### src/hw/rtl/kplock_pkg.sv
// ----------------------------------------------------------------------------
// kplock_pkg
// Shared types and constants of the keypad password lock.
// ----------------------------------------------------------------------------
package kplock_pkg;

    localparam int CODE_LEN_DEF = 20;

    localparam int CFG_IDX_W = 3;
    localparam int CFG_DATA_W = 8;
    localparam int LEN_OUT_W = 5;

    localparam logic [CFG_IDX_W-1:0] CFG_FIRST_FAIL  = 3'd0;
    localparam logic [CFG_IDX_W-1:0] CFG_FIRST_WAIT  = 3'd1;
    localparam logic [CFG_IDX_W-1:0] CFG_SECOND_FAIL = 3'd2;
    localparam logic [CFG_IDX_W-1:0] CFG_SECOND_WAIT = 3'd3;
    localparam logic [CFG_IDX_W-1:0] CFG_THIRD_FAIL  = 3'd4;
    localparam logic [CFG_IDX_W-1:0] CFG_THIRD_WAIT  = 3'd5;
    localparam logic [CFG_IDX_W-1:0] CFG_BLOCK_FAIL  = 3'd6;

    localparam logic [7:0] RST_FIRST_FAIL  = 8'd3;
    localparam logic [7:0] RST_FIRST_WAIT  = 8'd30;
    localparam logic [7:0] RST_SECOND_FAIL = 8'd5;
    localparam logic [7:0] RST_SECOND_WAIT = 8'd60;
    localparam logic [7:0] RST_THIRD_FAIL  = 8'd10;
    localparam logic [7:0] RST_THIRD_WAIT  = 8'd120;
    localparam logic [7:0] RST_BLOCK_FAIL  = 8'd15;

    localparam logic [7:0] KEY_CLEAR = 8'h08;
    localparam logic [7:0] KEY_END   = 8'h00;
    localparam logic [7:0] FAIL_MAX  = 8'hFF;

    typedef enum logic [2:0] {
        EV_NONE    = 3'd0,
        EV_TAKEN   = 3'd1,
        EV_CLEARED = 3'd2,
        EV_SAVED   = 3'd3,
        EV_CORRECT = 3'd4,
        EV_INVALID = 3'd5,
        EV_BLOCKED = 3'd6
    } event_t;

    typedef struct packed {
        logic [7:0] first_fail_count;
        logic [7:0] first_wait;
        logic [7:0] second_fail_count;
        logic [7:0] second_wait;
        logic [7:0] third_fail_count;
        logic [7:0] third_wait;
        logic [7:0] block_fail_count;
    } cfg_t;

    typedef struct packed {
        logic                 relay_open;
        logic                 locked_out;
        logic [7:0]           wait_seconds;
        logic                 setup_mode;
        logic [LEN_OUT_W-1:0] entry_length;
        event_t               event_res;
    } result_t;

endpackage

### src/hw/rtl/kplock_if.sv
// ----------------------------------------------------------------------------
// kplock_if
// Valid/ready channels of the keypad password lock.
// ----------------------------------------------------------------------------
interface kplock_key_if;
    logic       valid;
    logic       ready;
    logic       func;
    logic [7:0] key_code;

    modport source (output valid, output func, output key_code, input ready);
    modport sink (input valid, input func, input key_code, output ready);
endinterface

interface kplock_res_if;
    logic       valid;
    logic       ready;
    logic       relay_open;
    logic       locked_out;
    logic [7:0] wait_seconds;
    logic       setup_mode;
    logic [4:0] entry_length;
    logic [2:0] event_res;

    modport source (output valid, output relay_open, output locked_out,
                    output wait_seconds, output setup_mode, output entry_length,
                    output event_res, input ready);
    modport sink (input valid, input relay_open, input locked_out,
                  input wait_seconds, input setup_mode, input entry_length,
                  input event_res, output ready);
endinterface

interface kplock_cfg_if;
    logic       valid;
    logic       ready;
    logic [2:0] index;
    logic [7:0] data;

    modport source (output valid, output index, output data, input ready);
    modport sink (input valid, input index, input data, output ready);
endinterface

### src/hw/rtl/keypad_password_lock.sv
// ----------------------------------------------------------------------------
// keypad_password_lock
// Keypad code lock with fail counting, timed waits and permanent lockout.
// ----------------------------------------------------------------------------
// Every accepted word (a key or a one-second tick) yields one result word,
// registered at acceptance; a new word is accepted every clock
// as long as the result side keeps up. The stored code lives in a CODE_LEN
// deep memory whose registered read is prefetched at the next entry index,
// so the per-key compare needs no separate memory read. Configuration is written
// through the cfg channel, which is always ready; indexes past the last
// register are ignored.
module keypad_password_lock #(
    parameter int CODE_LEN = kplock_pkg::CODE_LEN_DEF
) (
    input  logic   clk,
    input  logic   rst_n,
    kplock_key_if.sink   key_in,
    kplock_res_if.source res_out,
    kplock_cfg_if.sink   cfg
);
    import kplock_pkg::*;

    cfg_t    cfg_val;
    result_t res;

    assign cfg.ready = 1'b1;

    kplock_cfg u_cfg (
        .clk      (clk),
        .rst_n    (rst_n),
        .wr_en    (cfg.valid),
        .wr_index (cfg.index),
        .wr_data  (cfg.data),
        .cfg      (cfg_val)
    );

    kplock_core #(
        .CODE_LEN (CODE_LEN)
    ) u_core (
        .clk       (clk),
        .rst_n     (rst_n),
        .cfg       (cfg_val),
        .in_valid  (key_in.valid),
        .in_ready  (key_in.ready),
        .in_func   (key_in.func),
        .in_key    (key_in.key_code),
        .out_valid (res_out.valid),
        .out_ready (res_out.ready),
        .out_res   (res)
    );

    assign res_out.relay_open   = res.relay_open;
    assign res_out.locked_out   = res.locked_out;
    assign res_out.wait_seconds = res.wait_seconds;
    assign res_out.setup_mode   = res.setup_mode;
    assign res_out.entry_length = res.entry_length;
    assign res_out.event_res    = res.event_res;

endmodule

### src/hw/rtl/kplock_cfg.sv
// ----------------------------------------------------------------------------
// kplock_cfg
// Configuration register file: fail thresholds and wait lengths.
// ----------------------------------------------------------------------------
module kplock_cfg (
    input  logic                                 clk,
    input  logic                                 rst_n,
    input  logic                                 wr_en,
    input  logic [kplock_pkg::CFG_IDX_W-1:0]     wr_index,
    input  logic [kplock_pkg::CFG_DATA_W-1:0]    wr_data,
    output kplock_pkg::cfg_t                     cfg
);
    import kplock_pkg::*;

    cfg_t cfg_reg;

    always_ff @(posedge clk or negedge rst_n)
    begin
        if (!rst_n)
        begin
            cfg_reg.first_fail_count  <= RST_FIRST_FAIL;
            cfg_reg.first_wait        <= RST_FIRST_WAIT;
            cfg_reg.second_fail_count <= RST_SECOND_FAIL;
            cfg_reg.second_wait       <= RST_SECOND_WAIT;
            cfg_reg.third_fail_count  <= RST_THIRD_FAIL;
            cfg_reg.third_wait        <= RST_THIRD_WAIT;
            cfg_reg.block_fail_count  <= RST_BLOCK_FAIL;
        end
        else if (wr_en)
        begin
            case (wr_index)
                CFG_FIRST_FAIL:  cfg_reg.first_fail_count  <= wr_data;
                CFG_FIRST_WAIT:  cfg_reg.first_wait        <= wr_data;
                CFG_SECOND_FAIL: cfg_reg.second_fail_count <= wr_data;
                CFG_SECOND_WAIT: cfg_reg.second_wait       <= wr_data;
                CFG_THIRD_FAIL:  cfg_reg.third_fail_count  <= wr_data;
                CFG_THIRD_WAIT:  cfg_reg.third_wait        <= wr_data;
                CFG_BLOCK_FAIL:  cfg_reg.block_fail_count  <= wr_data;
                default:         ;
            endcase
        end
    end

    assign cfg = cfg_reg;

endmodule

### src/hw/rtl/kplock_core.sv
// ----------------------------------------------------------------------------
// kplock_core
// Entry state, stored code memory, lockout logic and result register.
// ----------------------------------------------------------------------------
module kplock_core #(
    parameter int CODE_LEN = kplock_pkg::CODE_LEN_DEF
) (
    input  logic                clk,
    input  logic                rst_n,
    input  kplock_pkg::cfg_t    cfg,
    input  logic                in_valid,
    output logic                in_ready,
    input  logic                in_func,
    input  logic [7:0]          in_key,
    output logic                out_valid,
    input  logic                out_ready,
    output kplock_pkg::result_t out_res
);
    import kplock_pkg::*;

    localparam int IW = $clog2(CODE_LEN + 1);
    localparam int AW = (CODE_LEN > 1) ? $clog2(CODE_LEN) : 1;
    localparam logic [IW-1:0] LEN_MAX = IW'(CODE_LEN);

    logic [7:0]    code_mem [CODE_LEN];
    logic [7:0]    rd_data_reg;

    logic [IW-1:0] idx_reg, idx_next;
    logic [IW-1:0] len_reg, len_next;
    logic          set_reg, set_next;
    logic          match_reg, match_next;
    logic [7:0]    fail_reg, fail_next;
    logic [7:0]    wait_reg, wait_next;
    logic          blocked_reg, blocked_next;
    logic          relay_reg, relay_next;
    logic          valid_reg;
    result_t       res_reg, res_next;

    logic          acc;
    logic          finish;
    logic          mem_we;
    logic [7:0]    fail_inc;
    event_t        ev;

    assign in_ready = !valid_reg || out_ready;
    assign acc = in_valid && in_ready;
    assign fail_inc = (fail_reg == FAIL_MAX) ? FAIL_MAX : fail_reg + 8'd1;

    always_comb
    begin
        idx_next     = idx_reg;
        len_next     = len_reg;
        set_next     = set_reg;
        match_next   = match_reg;
        fail_next    = fail_reg;
        wait_next    = wait_reg;
        blocked_next = blocked_reg;
        relay_next   = relay_reg;
        mem_we       = 1'b0;
        finish       = 1'b0;
        ev           = EV_NONE;
        if (acc)
        begin
            if (in_func)
            begin
                if (wait_reg != 8'd0)
                    wait_next = wait_reg - 8'd1;
            end
            else if (blocked_reg || wait_reg != 8'd0)
            begin
                ev = EV_NONE;
            end
            else if (relay_reg)
            begin
                relay_next = 1'b0;
            end
            else if (in_key == KEY_CLEAR)
            begin
                idx_next   = '0;
                match_next = 1'b1;
                ev         = EV_CLEARED;
            end
            else
            begin
                if (in_key == KEY_END)
                begin
                    finish = 1'b1;
                end
                else
                begin
                    if (idx_reg < LEN_MAX)
                    begin
                        if (!set_reg)
                            mem_we = 1'b1;
                        else if (idx_reg >= len_reg || rd_data_reg != in_key)
                            match_next = 1'b0;
                        idx_next = idx_reg + IW'(1);
                    end
                    if (idx_next >= LEN_MAX)
                        finish = 1'b1;
                    else
                        ev = EV_TAKEN;
                end
                if (finish)
                begin
                    if (!set_reg)
                    begin
                        len_next = idx_next;
                        set_next = 1'b1;
                        ev       = EV_SAVED;
                    end
                    else if (match_next && idx_next == len_reg)
                    begin
                        relay_next = 1'b1;
                        fail_next  = '0;
                        ev         = EV_CORRECT;
                    end
                    else
                    begin
                        fail_next = fail_inc;
                        ev        = EV_INVALID;
                        if (fail_inc == cfg.block_fail_count)
                        begin
                            blocked_next = 1'b1;
                            ev           = EV_BLOCKED;
                        end
                        else if (fail_inc == cfg.first_fail_count)
                            wait_next = cfg.first_wait;
                        else if (fail_inc == cfg.second_fail_count)
                            wait_next = cfg.second_wait;
                        else if (fail_inc == cfg.third_fail_count)
                            wait_next = cfg.third_wait;
                    end
                    idx_next   = '0;
                    match_next = 1'b1;
                end
            end
        end
    end

    always_comb
    begin
        res_next.relay_open   = relay_next;
        res_next.locked_out   = blocked_next;
        res_next.wait_seconds = wait_next;
        res_next.setup_mode   = !set_next;
        res_next.entry_length = LEN_OUT_W'(idx_next);
        res_next.event_res    = ev;
    end

    // code memory; read is prefetched at the next entry index
    always_ff @(posedge clk)
    begin
        if (mem_we)
            code_mem[idx_reg[AW-1:0]] <= in_key;
        if (idx_next < LEN_MAX)
        begin
            if (mem_we && idx_next == idx_reg)
                rd_data_reg <= in_key;
            else
                rd_data_reg <= code_mem[idx_next[AW-1:0]];
        end
    end

    always_ff @(posedge clk or negedge rst_n)
    begin
        if (!rst_n)
        begin
            idx_reg     <= '0;
            len_reg     <= '0;
            set_reg     <= 1'b0;
            match_reg   <= 1'b1;
            fail_reg    <= '0;
            wait_reg    <= '0;
            blocked_reg <= 1'b0;
            relay_reg   <= 1'b0;
            valid_reg   <= 1'b0;
        end
        else
        begin
            idx_reg     <= idx_next;
            len_reg     <= len_next;
            set_reg     <= set_next;
            match_reg   <= match_next;
            fail_reg    <= fail_next;
            wait_reg    <= wait_next;
            blocked_reg <= blocked_next;
            relay_reg   <= relay_next;
            if (acc)
                valid_reg <= 1'b1;
            else if (out_ready)
                valid_reg <= 1'b0;
        end
    end

    always_ff @(posedge clk)
    begin
        if (acc)
            res_reg <= res_next;
    end

    assign out_valid = valid_reg;
    assign out_res   = res_reg;

`ifndef SYNTH
    a_idx_bound: assert property (@(posedge clk) disable iff (!rst_n)
        idx_reg <= LEN_MAX)
        else $error("entry index beyond code length");

    a_set_sticky: assert property (@(posedge clk) disable iff (!rst_n)
        set_reg |=> set_reg)
        else $error("stored code was dropped");

    a_blocked_closed: assert property (@(posedge clk) disable iff (!rst_n)
        blocked_reg |-> !relay_reg)
        else $error("relay open while blocked");

    a_wait_ignores: assert property (@(posedge clk) disable iff (!rst_n)
        (acc && !in_func && wait_reg != 8'd0) |=> (res_reg.event_res == EV_NONE))
        else $error("key acted on during a wait");

    a_out_holds: assert property (@(posedge clk) disable iff (!rst_n)
        (valid_reg && !out_ready) |=> $stable(res_reg))
        else $error("result changed while stalled");
`endif

endmodule
### src/flat_wrapper.sv
// flat-port wrapper written by rule: the top's interface ports become plain ports
module keypad_password_lock_flat import kplock_pkg::*;
#(
    parameter int CODE_LEN = kplock_pkg::CODE_LEN_DEF
)
  (clk, rst_n, key_in_valid, key_in_func, key_in_key_code, key_in_ready, res_out_valid, res_out_relay_open, res_out_locked_out, res_out_wait_seconds, res_out_setup_mode, res_out_entry_length, res_out_event_res, res_out_ready, cfg_valid, cfg_index, cfg_data, cfg_ready);
  kplock_key_if key_in_i ();
  kplock_res_if res_out_i ();
  kplock_cfg_if cfg_i ();
  input  logic clk;
  input  logic rst_n;
  input wire logic [$bits(key_in_i.valid)-1:0] key_in_valid;
  input wire logic [$bits(key_in_i.func)-1:0] key_in_func;
  input wire logic [$bits(key_in_i.key_code)-1:0] key_in_key_code;
  output wire logic [$bits(key_in_i.ready)-1:0] key_in_ready;
  output wire logic [$bits(res_out_i.valid)-1:0] res_out_valid;
  output wire logic [$bits(res_out_i.relay_open)-1:0] res_out_relay_open;
  output wire logic [$bits(res_out_i.locked_out)-1:0] res_out_locked_out;
  output wire logic [$bits(res_out_i.wait_seconds)-1:0] res_out_wait_seconds;
  output wire logic [$bits(res_out_i.setup_mode)-1:0] res_out_setup_mode;
  output wire logic [$bits(res_out_i.entry_length)-1:0] res_out_entry_length;
  output wire logic [$bits(res_out_i.event_res)-1:0] res_out_event_res;
  input wire logic [$bits(res_out_i.ready)-1:0] res_out_ready;
  input wire logic [$bits(cfg_i.valid)-1:0] cfg_valid;
  input wire logic [$bits(cfg_i.index)-1:0] cfg_index;
  input wire logic [$bits(cfg_i.data)-1:0] cfg_data;
  output wire logic [$bits(cfg_i.ready)-1:0] cfg_ready;
  assign key_in_i.valid = key_in_valid;
  assign key_in_i.func = key_in_func;
  assign key_in_i.key_code = key_in_key_code;
  assign key_in_ready = key_in_i.ready;
  assign res_out_valid = res_out_i.valid;
  assign res_out_relay_open = res_out_i.relay_open;
  assign res_out_locked_out = res_out_i.locked_out;
  assign res_out_wait_seconds = res_out_i.wait_seconds;
  assign res_out_setup_mode = res_out_i.setup_mode;
  assign res_out_entry_length = res_out_i.entry_length;
  assign res_out_event_res = res_out_i.event_res;
  assign res_out_i.ready = res_out_ready;
  assign cfg_i.valid = cfg_valid;
  assign cfg_i.index = cfg_index;
  assign cfg_i.data = cfg_data;
  assign cfg_ready = cfg_i.ready;
  keypad_password_lock #(.CODE_LEN(CODE_LEN)) u_core (.clk(clk), .rst_n(rst_n), .key_in(key_in_i), .res_out(res_out_i), .cfg(cfg_i));
endmodule
### config.mk
export PLATFORM = sky130hd
export DESIGN_NAME = keypad_password_lock_flat
export DESIGN_NICKNAME = d
export VERILOG_FILES = /design/src/hw/rtl/kplock_pkg.sv /design/src/hw/rtl/kplock_if.sv /design/src/hw/rtl/keypad_password_lock.sv /design/src/hw/rtl/kplock_cfg.sv /design/src/hw/rtl/kplock_core.sv /design/src/flat_wrapper.sv
export SDC_FILE = /design/constraint.sdc
export NUM_CORES = 1
export LEC_CHECK = 0
export BUFFER_PORTS_ARGS = -buffer_cell sky130_fd_sc_hd__buf_4
export CAP_MARGIN = 10
export CORE_MARGIN = 1.5
export CORE_UTILIZATION = 60
export DETAILED_ROUTE_END_ITERATION = 8
export PLACE_DENSITY = 0.88
export RECOVER_POWER = 100
export SLEW_MARGIN = 15
export SYNTH_ARGS = -nofsm -noshare
export SYNTH_HDL_FRONTEND = slang
export SYNTH_HIERARCHICAL = 1
export SYNTH_SLANG_ARGS = --single-unit
### constraint.sdc
create_clock -name clk -period 4.09 [get_ports clk]
set_input_delay 0.6135 -clock clk [delete_from_list [all_inputs] [get_ports clk]]
set_output_delay 0.6135 -clock clk [all_outputs]
set_load 0.02 [all_outputs]
==> impl_metrics.ini, run 1 <==
[run_status]
status = complete, but fails checks
violations = max-capacitance violations, max-slew violations

[cells_and_area]
largest_register_ffs = 160
final_cell_mix = edfxtp_1, nand2_1, nand3_1
layout_commonest_cell = edfxtp_1
area_delta_synth_final_pct = 12.2
fill_cells = 1432
diodes = 0
finalNetCount = 1161
design_area_mm2 = 0.0143
post-route-util = 0.684
layout-drive-gt1-share = 0.180

[sta]
rsz0062_at_grt = no
drv_slew = 69
setup_violations = 0
worstMarginPinSlew_ps = 3320
min_period_ps = 4020
slew_headroom = -1.21
max_clock_freq_ghz = 0.249
setup-tns-final_ps = 0
holdWs_ps = 308
clock_skew_ps = 14.0
fin_crit_sh = 0.983
hold_viol_final = 0

[placement]
dp_hpwl_um = 22300
io_buffers = 45
gp_congestion = 0.953
dpl_cell_area_mm2 = 0.0136

[floorplanning]
rows = 53
die_h_um = 149
fp.dieArea_mm2 = 0.0221
die_x_um = 149
ioPinCount = 47
coreArea_mm2 = 0.0209
start_util = 0.610

[synthesis]
synth_cells = 1048
synth_fp_nets = 1084
syn-cell-area_mm2 = 0.0127
syn_avg_cell_area_um2 = 12.2
yosysSeqAreaShare = 0.614
async_flop_share = 0.318
ys_ff_latch = 274
yosysUniqueCellTypes = 78
yosysWarningCount = 6
synth_ff_type = edfxtp_1
synth-edff-count = 187

[clocking]
cts_tree = yes
cts_hold_buf = 0
cts_root_buf = clkbuf_16
clkLatencyLatePin_ps = 540
htreeDepth = 1
clockBufferDepth = 3
numCtsBuffers = 28
clkSinkCount = 274
cts.reportedPaths.clkPinSlew_ps = 60

[routing]
antenna_left = 0
num_vias = 9425
routedWlPerCell_um = 23.8
via_per_inst = 6.63
drc = 0
dr.pass1.iters = 6
drt_iter0_drc = 1137
drt-total-wl_um = 33800

[pwr]
power_density_mw_per_mm2 = 476
vdd_drop_max_mv = 0.433
p_leak_nw = 5.07

[global_route]
grt_usage = 0.313
grt_pass1_vias = 9335
overflow = 0
antenna_found_initial = 0
grt_max_degree = 60
grt_pass1_wl_um = 52700

[critical_path]
arrival_ps = 4280
cp-start-kind = flip-flop
cp-end-kind = flip-flop
cp_max_fo = 13
cp.required_ps = 4350
crit_type = reg2reg

[hold_path]
hold_path.class = in2reg

[job]
maxCapViolCount = 2
[synth_stat cells (4+ instances only)]
library cell,n,share of area
a21oi_1,33,0.013
a22oi_1,4,0.0024
a311o_1,9,0.0071
a31o_2,11,0.0076
a31oi_1,6,0.0029
and3_1,13,0.0064
buf_1,5,0.0015
buf_2,17,0.0067
clkbuf_1,26,0.0077
dfrtp_1,64,0.13
dfstp_2,23,0.047
edfxtp_1,187,0.44
ha_1,11,0.011
inv_1,21,0.0062
mux2_2,62,0.055
mux2i_1,4,0.0031
mux4_2,8,0.014
nand2_1,169,0.050
nand2b_1,17,0.0084
nand3_1,65,0.026
nand3b_1,4,0.0024
nand4_1,7,0.0034
nand4b_1,4,0.0028
nor2_1,51,0.015
nor2b_1,6,0.0029
nor3_1,19,0.0075
nor4_1,8,0.0039
o2111ai_1,9,0.0062
o211ai_1,10,0.0059
o21a_1,4,0.0024
o21ai_0,31,0.012
o21ai_1,4,0.0016
o221ai_1,4,0.0028
o22ai_1,11,0.0054
o31ai_1,4,0.0024
or3_1,7,0.0034
or4_1,9,0.0053
xnor2_1,30,0.021
xor2_1,5,0.0034
[per-layer routing]
layer,vias to the layer above,wire (um),GRT usage,part of all wire
li1,4063,-,-,-
met1,4590,13000,0.435,0.38
met2,671,16000,0.506,0.47
met3,101,3440,0.0439,0.10
met4,0,1350,0.119,0.040
met5,-,0,0,0
[where the power goes]
group	internal [mW]	switching, mW
combinational	0.368	0.502
sequential	3.21	0.193
clock	1.46	1.07
[stage by stage]
stage / setup slack [ps] / instances / power [mW]
6_report: 71.3 / 1422 / 6.80
2_1_floorplan: 530 / 1048 / 3.95
3_5_place_dp: 326 / 1370 / 4.30
3_3_place_gp: 340 / 1370 / 4.25
5_1_grt: 31.9 / 1422 / 7.00
4_1_cts: 109 / 1422 / 6.80
[what timing repair did]
item                                    4_1_cts  5_1_grt
setup buffers                                 0        0
endpoints found under the setup margin        0        8
gates resized for setup                       0        1
[worst max-delay path, stage by stage, from the launching register on]
cell and delay [ps]:
dfrtp_1 460, nor3_1 580, nand2_1 340, a2111oi_0 560
or2_2 220, clkinv_1 330, buf_4 340, mux4_2 340
o2111ai_1 420, o211ai_1 150
[cell type report]
class	count	area [um^2]	share of cell area
Tap cell	275	344	0.0241
Timing Repair Buffer	98	524	0.0367
Inverter	24	90.1	0.00630
Multi-Input combinational cell	699	4590	0.321
Clock inverter	14	118	0.00823
Clock buffer	38	810	0.0566
Sequential cell	274	7820	0.547
[cells by family after synthesis]
logic type / synth area share
compound gates: 0.0982
xor+xnor: 0.0241
fa+ha+maj: 0.0108
buf+inv: 0.0247
flops: 0.614
mux: 0.0762
other cells: 0.000294
simple gates: 0.152
[worst paths after layout]
check                                               startpoint                                endpoint  slack [ps]  cells after the start
max                        u_core/u_core/wait_reg[5]$_DFF_PN0_  u_core/u_core/rd_data_reg[7]$_DFFE_PN_          70                      9
min                                               key_in_valid     u_core/u_core/out_valid$_DFFE_PN0P_         310                      2
max reg2reg                u_core/u_core/wait_reg[5]$_DFF_PN0_  u_core/u_core/rd_data_reg[7]$_DFFE_PN_          70                      9
min reg2reg                   u_core/u_cfg/cfg[10]$_DFFE_PN0P_        u_core/u_cfg/cfg[10]$_DFFE_PN0P_         510                      1
max in group asynchronous                                rst_n         u_core/u_cfg/cfg[5]$_DFFE_PN0P_         840                      2
min in group asynchronous                                rst_n   u_core/u_core/fail_reg[0]$_DFFE_PN0P_        1200                      1
Note: power is estimated with default switching activity, not from simulation.
==> inputs of run 2 (changes only) <==
Settings changed: GPL_ROUTABILITY_DRIVEN set to 1, SYNTH_HIERARCHICAL 1 to not set.
==> impl_metrics.ini, run 2 <==
[critical_path]
worst-path-buf-inv = 0
r2r-end = u_core.u_core.out_res[12]$_DFFE_PP_
reg2reg_from = u_core.u_core.fail_reg[0]$_DFFE_PN0P_
path_cells = ha_1, and3_4, a21oi_2, a221o_1, a2111oi_2, nand4_2, nand3_2, o22ai_1, o41ai_1
crit_slowest_cell = dfrtp_1
crit_cells = 9
cp-start-kind = flip-flop
cp_max_fo = 14
arrival_ps = 4100
max_stage_delay_ps = 610
r2r_slack_ps = 290
path_delay_family = compound AO/OA/AOI/OAI gates
r2r_cells = 9
crit_type = reg2reg
cp.required_ps = 4390
cp-end-kind = flip-flop

[cells_and_area]
largest_register_ffs = 160
layout_commonest_cell = edfxtp_1
finalNetCount = 1163
final_cells = 1425
final_cell_mix = edfxtp_1, nand2_1, nand3_1
diodes = 0
layout-drive-gt1-share = 0.162
area_delta_synth_final_pct = 11.8

[placement]
dp_hpwl_um = 21000
io_buffers = 45
gp_congestion = 0.970
placedCellCount = 1371

[routing]
num_vias = 9131
routedWlPerCell_um = 22.4
via_per_inst = 6.41
drc = 0
dr.pass1.iters = 7
drt-total-wl_um = 31900
drt_iter0_drc = 960
antenna_left = 0

[floorplanning]
fp.dieArea_mm2 = 0.0223
die_x_um = 149
start_util = 0.610
ioPinCount = 47
rows = 53
coreArea_mm2 = 0.0210
die_h_um = 149

[clocking]
cts.reportedPaths.clkPinSlew_ps = 70
cts_resized = 0
cts_root_buf = clkbuf_16
clkLatencyLatePin_ps = 560
cts_hold_buf = 0
clockBufferDepth = 3
numCtsBuffers = 29
cts_tree = yes
clkSinkCount = 274
htreeDepth = 1
cts_setup_buffers = 0

[sta]
fin_crit_sh = 0.929
drv_slew = 78
worstMarginPinSlew_ps = 1880
setup_violations = 0
setup-tns-final_ps = 0
clock_skew_ps = 8.98
rsz0062_at_grt = no
max_clock_freq_ghz = 0.263
min_period_ps = 3800
slew_headroom = -0.254
hold_viol_final = 0

[synthesis]
yosys.area.top_type = edfxtp_1
async_flop_share = 0.318
synth_area_leaders = edfxtp_1, dfrtp_1, mux2_2
yosysUniqueCellTypes = 89
synth_mux_area_frac = 0.0758
yosysSeqAreaShare = 0.610
synth_top_family_by_area = simple AND/OR/NAND/NOR gates
synth_top_cell_area_share = 0.438
syn-cell-area_mm2 = 0.0128
synth_cells = 1051
synthAdderAreaFrac = 0.0107
synth_fp_nets = 1087
yosys.area_share.simple = 0.144
synth_xor_area_frac = 0.0261
ys_ff_latch = 274
synth-edff-count = 187
syn_avg_cell_area_um2 = 12.2
synthTopCellsByCount = edfxtp_1, nand2_1, nand3_1
yosysWarningCount = 0
synth_ff_type = edfxtp_1
synth_compound_area_frac = 0.107
yosysMostFrequentCell = edfxtp_1

[global_route]
grt_pass1_wl_um = 50200
grt_pass1_vias = 8936
grt_usage = 0.297
grt_max_degree = 78
overflow = 0
antenna_found_initial = 0

[hold_path]
hold_path_depth = 2
hold_path.class = in2reg
holdPathEnd = u_core.u_core.out_valid$_DFFE_PN0P_
min_from = key_in_valid

[pwr]
p_leak_nw = 5.29
power_density_mw_per_mm2 = 474
vdd_drop_max_mv = 0.431

[run_status]
status = complete, but fails checks
violations = max-capacitance violations, max-slew violations

[job]
maxCapViolCount = 1
run 2: cell count changes after synthesis, moves of 9 or more:
cell	before	now
a311o_1	9	0
a31o_2	11	1
a32oi_1	1	15
clkbuf_1	26	15
xnor2_1	30	17
mux2i_1	4	27
nand2_1	169	147
a21oi_1	33	43
xor2_1	5	15
run 2: per-stage QoR:
stage                     hold WS [ps]  power (mW)  utilization  instance area [um^2]  setup WS, ps
after floorplan                    318        3.88            -                 12800          1180
after global placement             492        4.14        0.647                 13600           524
after detailed placement           498        4.18        0.647                 13600           500
after CTS                          230        6.82        0.694                 14600           420
after global routing               297        7.02        0.682                 14300           111
final                              309        6.80        0.682                 14300           289
run 2: worst register-to-register path: cells and delay by family (launching register included):
family / cells / cell delay, ps
fa+ha+maj: 1 / 550
compound gates: 5 / 1390
flops: 1 / 610
simple gates: 3 / 970
run 2: worst max-delay path by stage:
stage               slack [ps]                                   from                                      to
floorplan                 1180  u_core.u_core.fail_reg[1]$_DFFE_PN0P_     u_core.u_core.out_res[10]$_DFFE_PP_
detailed placement         500  u_core.u_core.fail_reg[0]$_DFFE_PN0P_  u_core.u_core.out_res[1]$_SDFFCE_PP0P_
global placement           520  u_core.u_core.fail_reg[0]$_DFFE_PN0P_  u_core.u_core.out_res[1]$_SDFFCE_PP0P_
CTS                        420  u_core.u_core.fail_reg[0]$_DFFE_PN0P_  u_core.u_core.out_res[1]$_SDFFCE_PP0P_
finish                     290  u_core.u_core.fail_reg[0]$_DFFE_PN0P_     u_core.u_core.out_res[12]$_DFFE_PP_
global route               110  u_core.u_core.fail_reg[0]$_DFFE_PN0P_     u_core.u_core.out_res[12]$_DFFE_PP_
run 2: where the power goes:
group | internal [mW] | switching, mW | total (mW)
combinational | 0.329 | 0.440 | 0.770
clock | 1.56 | 1.12 | 2.67
sequential | 3.19 | 0.168 | 3.36
run 2: routing by layer:
metal | vias to the layer above | global-route usage | part of all wire
met5 | - | 0 | 0
met4 | 0 | 0.122 | 0.043
met3 | 99 | 0.0404 | 0.076
met2 | 510 | 0.505 | 0.50
met1 | 4424 | 0.385 | 0.39
li1 | 4098 | - | -
run 2: cells by family after synthesis:
family	after synthesis
compound gates	197
fa+ha+maj	11
xor+xnor	35
mux	89
simple gates	373
other cells	1
flops	274
buf+inv	71
run 2: area by class of cell:
| class | count | area [um^2] |
|---|---|---|
| Sequential cell | 274 | 7820 |
| Fill cell | 1490 | 6680 |
| Multi-Input combinational cell | 706 | 4650 |
| Clock buffer | 38 | 820 |
| Timing Repair Buffer | 88 | 429 |
| Tap cell | 275 | 344 |
| Clock inverter | 16 | 173 |
| Inverter | 28 | 105 |
